--- src/dbtm_pkg.sv ---
// Shared types and constants for the depth background touch mask.
`timescale 1ns / 1ps

package dbtm_pkg;

    localparam int FRAME_WIDTH  = 512;
    localparam int FRAME_HEIGHT = 512;
    localparam int ADDR_W       = $clog2(FRAME_WIDTH * FRAME_HEIGHT);

    localparam int COORD_W  = 9;
    localparam int DEPTH_W  = 16;
    localparam int DIFF_W   = 17;
    localparam int REGION_W = 10;
    localparam int SQ_W     = 20;

    localparam int S_TDATA_W  = 40;
    localparam int M_TDATA_W  = 24;
    localparam int CFG_ADDR_W = 5;
    localparam int CFG_DATA_W = 32;

    localparam logic OP_PROCESS = 1'b0;
    localparam logic OP_CAPTURE = 1'b1;

    typedef enum logic [2:0] {
        REG_MIN_THRESHOLD = 3'd0,
        REG_MAX_THRESHOLD = 3'd1,
        REG_CIRCLE_COL    = 3'd2,
        REG_CIRCLE_ROW    = 3'd3,
        REG_CIRCLE_RSQ    = 3'd4,
        REG_MODE_FLAGS    = 3'd5,
        REG_REGION_COLS   = 3'd6,
        REG_REGION_ROWS   = 3'd7
    } dbtm_reg_t;

    typedef struct packed {
        logic signed [DIFF_W-1:0] min_threshold;
        logic signed [DIFF_W-1:0] max_threshold;
        logic [COORD_W-1:0]       circle_col;
        logic [COORD_W-1:0]       circle_row;
        logic [SQ_W-1:0]          circle_rsq;
        logic                     mirror_en;
        logic                     circle_en;
        logic [2*REGION_W-1:0]    region_cols;
        logic [2*REGION_W-1:0]    region_rows;
    } dbtm_cfg_t;

endpackage

--- src/dbtm_cfg.sv ---
// APB register file for thresholds, circle mask, mode and output region.
`timescale 1ns / 1ps

module dbtm_cfg (
    input  logic                               aclk,
    input  logic                               aresetn,
    input  logic                               psel,
    input  logic                               penable,
    input  logic                               pwrite,
    input  logic [dbtm_pkg::CFG_ADDR_W-1:0]    paddr,
    input  logic [dbtm_pkg::CFG_DATA_W-1:0]    pwdata,
    output logic [dbtm_pkg::CFG_DATA_W-1:0]    prdata,
    output logic                               pready,
    output dbtm_pkg::dbtm_cfg_t                cfg
);
    import dbtm_pkg::*;

    dbtm_cfg_t cfg_reg;
    dbtm_reg_t idx;
    logic      wr;

    assign pready = 1'b1;
    assign idx    = dbtm_reg_t'(paddr[CFG_ADDR_W-1:2]);
    assign wr     = psel && penable && pwrite && pready;
    assign cfg    = cfg_reg;

    always_ff @(posedge aclk) begin
        if (!aresetn) begin
            cfg_reg.min_threshold <= '0;
            cfg_reg.max_threshold <= DIFF_W'(65535);
            cfg_reg.circle_col    <= COORD_W'(256);
            cfg_reg.circle_row    <= COORD_W'(212);
            cfg_reg.circle_rsq    <= '1;
            cfg_reg.mirror_en     <= 1'b0;
            cfg_reg.circle_en     <= 1'b0;
            cfg_reg.region_cols   <= (2*REGION_W)'(512 << REGION_W);
            cfg_reg.region_rows   <= (2*REGION_W)'(512 << REGION_W);
        end else if (wr) begin
            unique case (idx)
                REG_MIN_THRESHOLD: cfg_reg.min_threshold <= pwdata[DIFF_W-1:0];
                REG_MAX_THRESHOLD: cfg_reg.max_threshold <= pwdata[DIFF_W-1:0];
                REG_CIRCLE_COL:    cfg_reg.circle_col    <= pwdata[COORD_W-1:0];
                REG_CIRCLE_ROW:    cfg_reg.circle_row    <= pwdata[COORD_W-1:0];
                REG_CIRCLE_RSQ:    cfg_reg.circle_rsq    <= pwdata[SQ_W-1:0];
                REG_MODE_FLAGS: begin
                    cfg_reg.mirror_en <= pwdata[0];
                    cfg_reg.circle_en <= pwdata[1];
                end
                REG_REGION_COLS:   cfg_reg.region_cols   <= pwdata[2*REGION_W-1:0];
                REG_REGION_ROWS:   cfg_reg.region_rows   <= pwdata[2*REGION_W-1:0];
                default: ;
            endcase
        end
    end

    always_comb begin
        prdata = '0;
        unique case (idx)
            REG_MIN_THRESHOLD: prdata = CFG_DATA_W'(cfg_reg.min_threshold);
            REG_MAX_THRESHOLD: prdata = CFG_DATA_W'(cfg_reg.max_threshold);
            REG_CIRCLE_COL:    prdata = CFG_DATA_W'(cfg_reg.circle_col);
            REG_CIRCLE_ROW:    prdata = CFG_DATA_W'(cfg_reg.circle_row);
            REG_CIRCLE_RSQ:    prdata = CFG_DATA_W'(cfg_reg.circle_rsq);
            REG_MODE_FLAGS:    prdata = CFG_DATA_W'({cfg_reg.circle_en, cfg_reg.mirror_en});
            REG_REGION_COLS:   prdata = CFG_DATA_W'(cfg_reg.region_cols);
            REG_REGION_ROWS:   prdata = CFG_DATA_W'(cfg_reg.region_rows);
            default:           prdata = '0;
        endcase
    end

endmodule

--- config.mk ---
export PLATFORM = sky130hd
export DESIGN_NAME = dbtm_cfg
export DESIGN_NICKNAME = d
export VERILOG_FILES = /design/src/dbtm_pkg.sv /design/src/dbtm_cfg.sv
export SDC_FILE = /design/constraint.sdc
export NUM_CORES = 1
export LEC_CHECK = 0
export ABC_AREA = 1
export BUFFER_PORTS_ARGS = -buffer_cell sky130_fd_sc_hd__buf_2
export CORE_AREA = 4 4 108 110
export DETAILED_ROUTE_END_ITERATION = 12
export DIE_AREA = 0 0 112 114
export GPL_TIMING_DRIVEN = 1
export PLACE_DENSITY_LB_ADDON = 0.15
export SETUP_SLACK_MARGIN = 0.05
export SYNTH_ARGS = -nofsm -noshare
export SYNTH_HDL_FRONTEND = slang
export SYNTH_SLANG_ARGS = --single-unit
--- constraint.sdc ---
create_clock -name aclk -period 2 [get_ports aclk]
set_input_delay 0.2 -clock aclk [delete_from_list [all_inputs] [get_ports aclk]]
set_output_delay 0.2 -clock aclk [all_outputs]
set_load 0.01 [all_outputs]
==> results of run 1 <==
-- cell type report --
| class | count | area, sq um | share of cell area, % |
|---|---|---|---|
| Clock buffer | 22 | 463 | 6.81 |
| Tap cell | 140 | 175 | 2.58 |
| Sequential cell | 114 | 2280 | 33.6 |
| Multi-Input combinational cell | 553 | 2450 | 36.0 |
| Inverter | 43 | 165 | 2.43 |
| Timing Repair Buffer | 203 | 1130 | 16.6 |
| Clock inverter | 10 | 131 | 1.93 |
-- worst reg2reg max path, cell delays in order, from the launching register on --
cell and delay (ps):
dfxtp_1 330, o21ai_0 180, nor2_1 70
-- stage by stage --
step                      cells  power, W  cell area [sq um]  hold slack [ps]  utilization [%]
after detailed placement   1042   0.00280               6090              453             56.9
after floorplan             768   0.00261               5230              313                -
after CTS                  1085   0.00584               6800             8.81             63.5
after global placement     1042   0.00279               6090              448             56.9
final                      1085   0.00581               6800             27.8             63.5
after global routing       1085   0.00598               6800             23.1             63.5
-- metal layers --
layer | up-vias | global-route usage [%] | wire length (microns)
met4 | 0 | 8.17 | 280
met1 | 2606 | 38.5 | 7980
met3 | 22 | 8.44 | 1680
li1 | 2790 | - | -
met2 | 260 | 43.1 | 8040
met5 | - | 0 | 0
-- how the worst max path moves through the flow --
stage,start,end,slack (ps),depth (start not counted)
floorplan,paddr[4],prdata[21],270,6
global placement,paddr[4],prdata[10],280,6
detailed placement,paddr[3],cfg[5],250,7
CTS,cfg[30],prdata[10],150,5
global route,cfg[30],prdata[10],90,5
finish,cfg[30],prdata[10],140,5
-- repair_timing --
item	in CTS	in global routing
hold buffers	11	0
setup endpoints to repair	0	1
resized for setup	0	1
hold endpoints to repair	28	0
-- power by group through the flow --
stage	clock, W	combinational (W)	sequential, W
3_3_place_gp	0	0.000421	0.00237
5_1_grt	0.00315	0.000491	0.00233
6_report	0.00303	0.000450	0.00233
4_1_cts	0.00306	0.000446	0.00233
3_5_place_dp	0	0.000427	0.00237
2_1_floorplan	0	0.000228	0.00238
-- Yosys cell counts (all sizes together) --
| library cell | n |
|---|---|
| clkbuf | 24 |
| clkinv | 2 |
| nand4 | 30 |
| buf | 34 |
| dfxtp | 114 |
| nor2 | 180 |
| a21oi | 2 |
| o211ai | 1 |
| nand2 | 174 |
| conb | 1 |
| o21ai | 81 |
| inv | 41 |
| nor3 | 19 |
| nand3 | 65 |
-- logic make-up after synthesis --
logic type             after synthesis  synth area share, %
AO/OA/AOI/OAI                       84                 8.08
other                                1               0.0717
flip-flops                         114                 43.6
AND/OR/NAND/NOR                    468                 38.7
buffers and inverters              101                 9.57
==> reports/summary.json, run 1 <==
{
  "pwr": {
    "share_of_power_burned_in_the_clock_network_pct": 52.2,
    "cellPowerDensity_nw_per_um2": 855,
    "power_frac_comb_pct": 7.7,
    "p_int_w": 0.00444,
    "p_sw_w": 0.00137,
    "max-vdd-ir-drop_uv": 529,
    "total_leakage_power_nw": 3.61,
    "swShare_pct": 23.6,
    "seqPwrFrac_pct": 40.1
  },
  "grt": {
    "track_usage_pct": 28.1,
    "grt_pass1_wl_microns": 28300,
    "grt-ovfl-total": 0,
    "antenna_found_initial": 0,
    "pin_count_of_the_biggest_net_entering_global_routing": 99,
    "number_of_global_route_vias_before_repair": 5193
  },
  "setup_path": {
    "cpPeakStageDelay_ps": 460,
    "crit_family": "compound AO/OA/AOI/OAI gates",
    "critPathCaptureType": "primary output",
    "rr_worst_depth": 2,
    "timing.setup.critical_path_class": "reg -> out",
    "worstSetupStartpointType": "flip-flop",
    "crit_path_max_fanout": 3,
    "r2r_setup_slack_ps": 1310,
    "worstReg2RegEnd": "cfg[2]",
    "worstReg2RegStart": "cfg[2]",
    "critical_path_arrival_ps": 1660,
    "cpMaxStageDelayCell": "o21ai_0",
    "crit_required_ps": 1800,
    "crit_path_cell_trace": "inv_1, o21ai_0, nor2_1, nand2_1, buf_2",
    "worst-path-buf-inv": 2
  },
  "detailed_routing": {
    "drt-pass1-iter-count": 5,
    "drt-wirelength-per-cell_microns": 16.6,
    "remaining_drc_errors": 0,
    "first_iter_violations": 317,
    "detailroute.via_count": 5678,
    "route.detailed.vias_per_inst": 5.23,
    "detail_route.wirelength_microns": 18000,
    "drt.antenna.violating_nets": 0
  },
  "clock_network": {
    "cts_root_buffer": "clkbuf_8",
    "worst_skew_pair.late_latency_ps": 520,
    "ctsLongestPathBuffers": 2,
    "post_cts_setup_buffer_count": 0,
    "tritoncts": "built",
    "cts_inserted_buffers": 17,
    "clock-sinks": 114,
    "worst_path_clk_slew_ps": 60,
    "cts_htree_levels": 4
  },
  "sta": {
    "fin_setup_tns_ps": 0,
    "grt_setup_unrepaired": "no",
    "slew-limit-headroom_pct": 50.4,
    "fmax_mhz": 537,
    "min_period_ps": 1860,
    "finalCritPeriodShare_pct": 93.0,
    "total_count_of_max_transition_violations_in_the_final_report": 0,
    "timing_worst_slew_pin_value_ps": 743,
    "final-setup-viol-count": 0,
    "setup_slack_ps": 139,
    "hold_viol": 0,
    "clock-skew-final_ps": 0
  },
  "final_layout": {
    "n_fill_cell": 992,
    "final_cell_mix": "173 x buf_2, 172 x nor2_1, 170 x nand2_1, 114 x dfxtp_1, 73 x o21ai_0",
    "synthToLayoutAreaGrowth_pct": 29.9,
    "final_layout_size_suffix_gt1_share_pct": 25.8,
    "fin_nets": 974,
    "largest_reg_flops": 114,
    "layout_commonest_cell": "buf_2",
    "n_diodes": 0
  },
  "flow_run": {
    "maxCapViolations": 0
  },
  "outcome": {
    "status": "finished clean"
  },
  "placed_design": {
    "weighted_congestion_at_the_end_of_routability_driven_global_placement": 0.940,
    "pre_cts_slack_ps": 250,
    "detailed_place_hpwl_microns": 12800,
    "portBuffers": 173
  },
  "synth": {
    "yosys.cell_types.count": 27,
    "synth.area.top_cells": "dfxtp_1 44%, nor2_1 12%, nand2_1 12%",
    "number_of_nets_produced_by_synthesis": 810,
    "syn_inst": 768,
    "synth_top_area_share_pct": 43.6,
    "library_cell_with_the_largest_summed_area_after_synthesis": "dfxtp_1",
    "seq_total_area_yosys_pct": 43.6,
    "synth_seq_cells": 114,
    "syn-mean-instance-area_sq_um": 6.81,
    "syn_area_sq_um": 5230,
    "ys.warnings.count": 0
  },
  "floorplanning": {
    "fp.dieH_microns": 114,
    "die_area_sq_um": 12800,
    "num_io_pins": 189,
    "floorplan.die.width_microns": 112,
    "rows": 38,
    "fp.coreArea_sq_um": 10700,
    "start_util_pct": 48.9
  },
  "worst_hold_path": {
    "min-delay-path-class": "in -> reg",
    "whs_endpoint": "cfg[48]",
    "hold_start": "aresetn",
    "timing.hold.worst_path_depth": 2
  }
}
No activity file was read; power rests on OpenSTA's default activity.
==> inputs of run 2 (changes only) <==
--- a/config.mk
+++ b/config.mk
@@ -12,6 +12,7 @@
 export DIE_AREA = 0 0 112 114
 export GPL_TIMING_DRIVEN = 1
 export PLACE_DENSITY_LB_ADDON = 0.15
+export REMOVE_ABC_BUFFERS = 1
 export SETUP_SLACK_MARGIN = 0.05
 export SYNTH_ARGS = -nofsm -noshare
 export SYNTH_HDL_FRONTEND = slang
==> reports/summary.json, run 2 (same netlist as run 1, synthesis figures left out) <==
{
  "clock_network": {
    "clock-sinks": {"value": 114, "change": "unchanged"},
    "worst_skew_pair.late_latency": {"value": 520, "unit": "ps", "change": "about the same"},
    "tritoncts": "built",
    "cts_htree_levels": {"value": 4, "change": "unchanged"},
    "post_cts_resize_count": {"value": 0, "change": "unchanged"},
    "worst_path_clk_slew": {"value": 60, "unit": "ps", "change": "about the same"},
    "ctsLongestPathBuffers": {"value": 2, "change": "unchanged"},
    "cts_root_buffer": "clkbuf_8",
    "cts_inserted_buffers": {"value": 17, "change": "unchanged"}
  },
  "grt": {
    "number_of_global_route_vias_before_repair": {"value": 5578, "change": "+7.4%"},
    "track_usage": {"value": 28.3, "unit": "%", "change": "+0.23 points"},
    "pin_count_of_the_biggest_net_entering_global_routing": {"value": 115, "change": "+16%"},
    "antenna_found_initial": {"value": 0, "change": "unchanged"},
    "grt-ovfl-total": {"value": 0, "change": "unchanged"},
    "grt_pass1_wl": {"value": 28700, "unit": "microns", "change": "+1.5%"}
  },
  "setup_path": {
    "cpMaxStageDelayCell": "buf_2",
    "crit_required": {"value": 1800, "unit": "ps", "change": "about the same"},
    "timing.setup.critical_path_class": "in -> out",
    "critPathCaptureType": "primary output",
    "crit_path_max_fanout": {"value": 19, "change": "+16"},
    "critical_path_arrival": {"value": 1660, "unit": "ps", "change": "about the same"},
    "crit_path_cell_trace": "buf_2, nor2_4, nand2_4, clkinv_1, nand2_1, o21ai_0, buf_4, buf_2",
    "cpPeakStageDelay": {"value": 300, "unit": "ps", "change": "-160 ps"},
    "worst_path_most_repeated_cell": "buf_2",
    "rr_worst_depth": {"value": 2, "change": "unchanged"},
    "worstSetupStartpointType": "input pin"
  },
  "worst_hold_path": {
    "min-delay-path-class": "in -> reg",
    "timing.hold.worst_path_depth": {"value": 3, "change": "+1"}
  },
  "outcome": {
    "status": "finished clean"
  },
  "sta": {
    "hold_viol": {"value": 0, "change": "unchanged"},
    "finalHoldWorstSlack": {"value": 31.7, "unit": "ps", "change": "+3.94 ps"},
    "fmax": {"value": 536, "unit": "MHz", "change": "-0.19%"},
    "timing_worst_slew_pin_value": {"value": 830, "unit": "ps", "change": "+86.4 ps"},
    "fin_setup_tns": {"value": 0, "unit": "ps", "change": "unchanged"},
    "finalCritPeriodShare": {"value": 93.2, "unit": "%", "change": "+0.18 points"},
    "slew-limit-headroom": {"value": 44.6, "unit": "%", "change": "-5.8 points"},
    "grt_setup_unrepaired": "yes",
    "total_count_of_max_transition_violations_in_the_final_report": {"value": 0, "change": "unchanged"},
    "min_period": {"value": 1860, "unit": "ps", "change": "+3.61 ps"},
    "final-setup-viol-count": {"value": 0, "change": "unchanged"},
    "setup_slack": {"value": 136, "unit": "ps", "change": "-3.60 ps"},
    "clock-skew-final": {"value": 0, "unit": "ps", "change": "unchanged"}
  },
  "pwr": {
    "cellPowerDensity": {"value": 846, "unit": "nW/um^2", "change": "-1.0%"},
    "seqPwrFrac": {"value": 40.2, "unit": "%", "change": "about the same"},
    "max-vdd-ir-drop": {"value": 432, "unit": "uV", "change": "-18%"},
    "power_frac_comb": {"value": 7.9, "unit": "%", "change": "+0.2 points"},
    "share_of_power_burned_in_the_clock_network": {"value": 51.9, "unit": "%", "change": "-0.3 points"},
    "p_sw": {"value": 0.00139, "unit": "W", "change": "+1.1%"},
    "swShare": {"value": 23.9, "unit": "%", "change": "+0.32 points"},
    "p_int": {"value": 0.00441, "unit": "W", "change": "-0.70%"},
    "total_leakage_power": {"value": 3.63, "unit": "nW", "change": "+0.53%"}
  },
  "final_layout": {
    "fin_nets": {"value": 980, "change": "+0.62%"},
    "largest_reg_flops": {"value": 114, "change": "unchanged"},
    "final_layout_size_suffix_gt1_share": {"value": 25.9, "unit": "%", "change": "+0.047 points"},
    "synthToLayoutAreaGrowth_pct": 30.9,
    "final_cell_mix": "173 x buf_2, 171 x nor2_1, 170 x nand2_1, 114 x dfxtp_1, 75 x o21ai_0",
    "layout.area.seq": {"value": 2280, "unit": "sq um", "change": "unchanged"},
    "multiInputGateArea": {"value": 2450, "unit": "sq um", "change": "+0.10%"},
    "n_fill_cell": {"value": 1000, "change": "+0.81%"},
    "layout_commonest_cell": "buf_2",
    "n_diodes": {"value": 0, "change": "unchanged"}
  },
  "detailed_routing": {
    "drt.antenna.violating_nets": {"value": 0, "change": "unchanged"},
    "first_iter_violations": {"value": 543, "change": "+71%"},
    "detail_route.wirelength": {"value": 18100, "unit": "microns", "change": "+0.85%"},
    "route.detailed.vias_per_inst": {"value": 5.33, "change": "+1.8%"},
    "remaining_drc_errors": {"value": 0, "change": "unchanged"},
    "drt-wirelength-per-cell": {"value": 16.6, "unit": "microns", "change": "+0.29%"},
    "detailroute.via_count": {"value": 5812, "change": "+2.4%"},
    "drt-pass1-iter-count": {"value": 5, "change": "unchanged"}
  },
  "floorplanning": {
    "floorplan.die.width": {"value": 112, "unit": "microns", "change": "unchanged"},
    "fp.coreArea": {"value": 10700, "unit": "sq um", "change": "unchanged"},
    "start_util": {"value": 48.9, "unit": "%", "change": "unchanged"},
    "num_io_pins": {"value": 189, "change": "unchanged"},
    "rows": {"value": 38, "change": "unchanged"},
    "die_area": {"value": 12800, "unit": "sq um", "change": "unchanged"},
    "fp.dieH": {"value": 114, "unit": "microns", "change": "unchanged"}
  },
  "placed_design": {
    "portBuffers": {"value": 173, "change": "unchanged"},
    "weighted_congestion_at_the_end_of_routability_driven_global_placement": {"value": 0.871, "change": "-7.3%"},
    "pre_cts_slack": {"value": 151, "unit": "ps", "change": "-99.6 ps"},
    "detailed_place_hpwl": {"value": 11900, "unit": "microns", "change": "-6.7%"}
  },
  "flow_run": {
    "maxCapViolations": {"value": 0, "change": "unchanged"}
  }
}
[run 2: final cells by class]
type,count,share of cell area (%)
well taps,140,2.56
clock inverters,11,1.97
multi-input cells,553,35.8
inverters,43,2.41
flip-flops and latches,114,33.3
clock buffers,21,6.56
repair buffers,209,17.4
[run 2: worst max-delay path, delay by kind of cell]
kind | cells | cell delay, ps
AND/OR/NAND/NOR | 3 | 560
AO/OA/AOI/OAI | 1 | 110
buffers and inverters | 4 | 790
[run 2: timing repair]
action	CTS	global route
setup endpoints to repair	0	10
hold endpoints to repair	58	0
hold buffers	16	0
buffers inserted	0	0
[run 2: worst paths after layout]
kind,start,end,slack (ps)
hold reg to reg,cfg[83],cfg[83],480
hold / removal,pwdata[8],cfg[79],30
setup / recovery,paddr[3],prdata[29],140
setup reg to reg,cfg[75],cfg[75],1300
[run 2: power by group through the flow]
| stage | clock [W] | sequential [W] | combinational [W] |
|---|---|---|---|
| finish | 0.00301 | 0.00233 | 0.000458 |
| CTS | 0.00303 | 0.00233 | 0.000454 |
| global route | 0.00315 | 0.00233 | 0.000500 |
| floorplan | 0 | 0.00238 | 0.000162 |
| global placement | 0 | 0.00237 | 0.000421 |
| detailed placement | 0 | 0.00237 | 0.000427 |
[run 2: per-stage QoR]
step	instances	power, W	cell area (sq um)	util, %
6_report	1091	0.00579	6850	64.0
5_1_grt	1091	0.00598	6850	64.0
4_1_cts	1091	0.00581	6850	64.0
3_5_place_dp	1043	0.00280	6100	57.0
3_3_place_gp	1043	0.00279	6100	57.0
2_1_floorplan	710	0.00255	4900	-
[run 2: per-layer routing]
layer / up-vias / global-route usage, % / part of all wire, %
met1: 2641 / 33.9 / 40
met2: 316 / 48.6 / 48
li1: 2813 / - / -
met5: - / 0 / 0
met4: 0 / 11.5 / 2.6
met3: 42 / 7.48 / 9.6
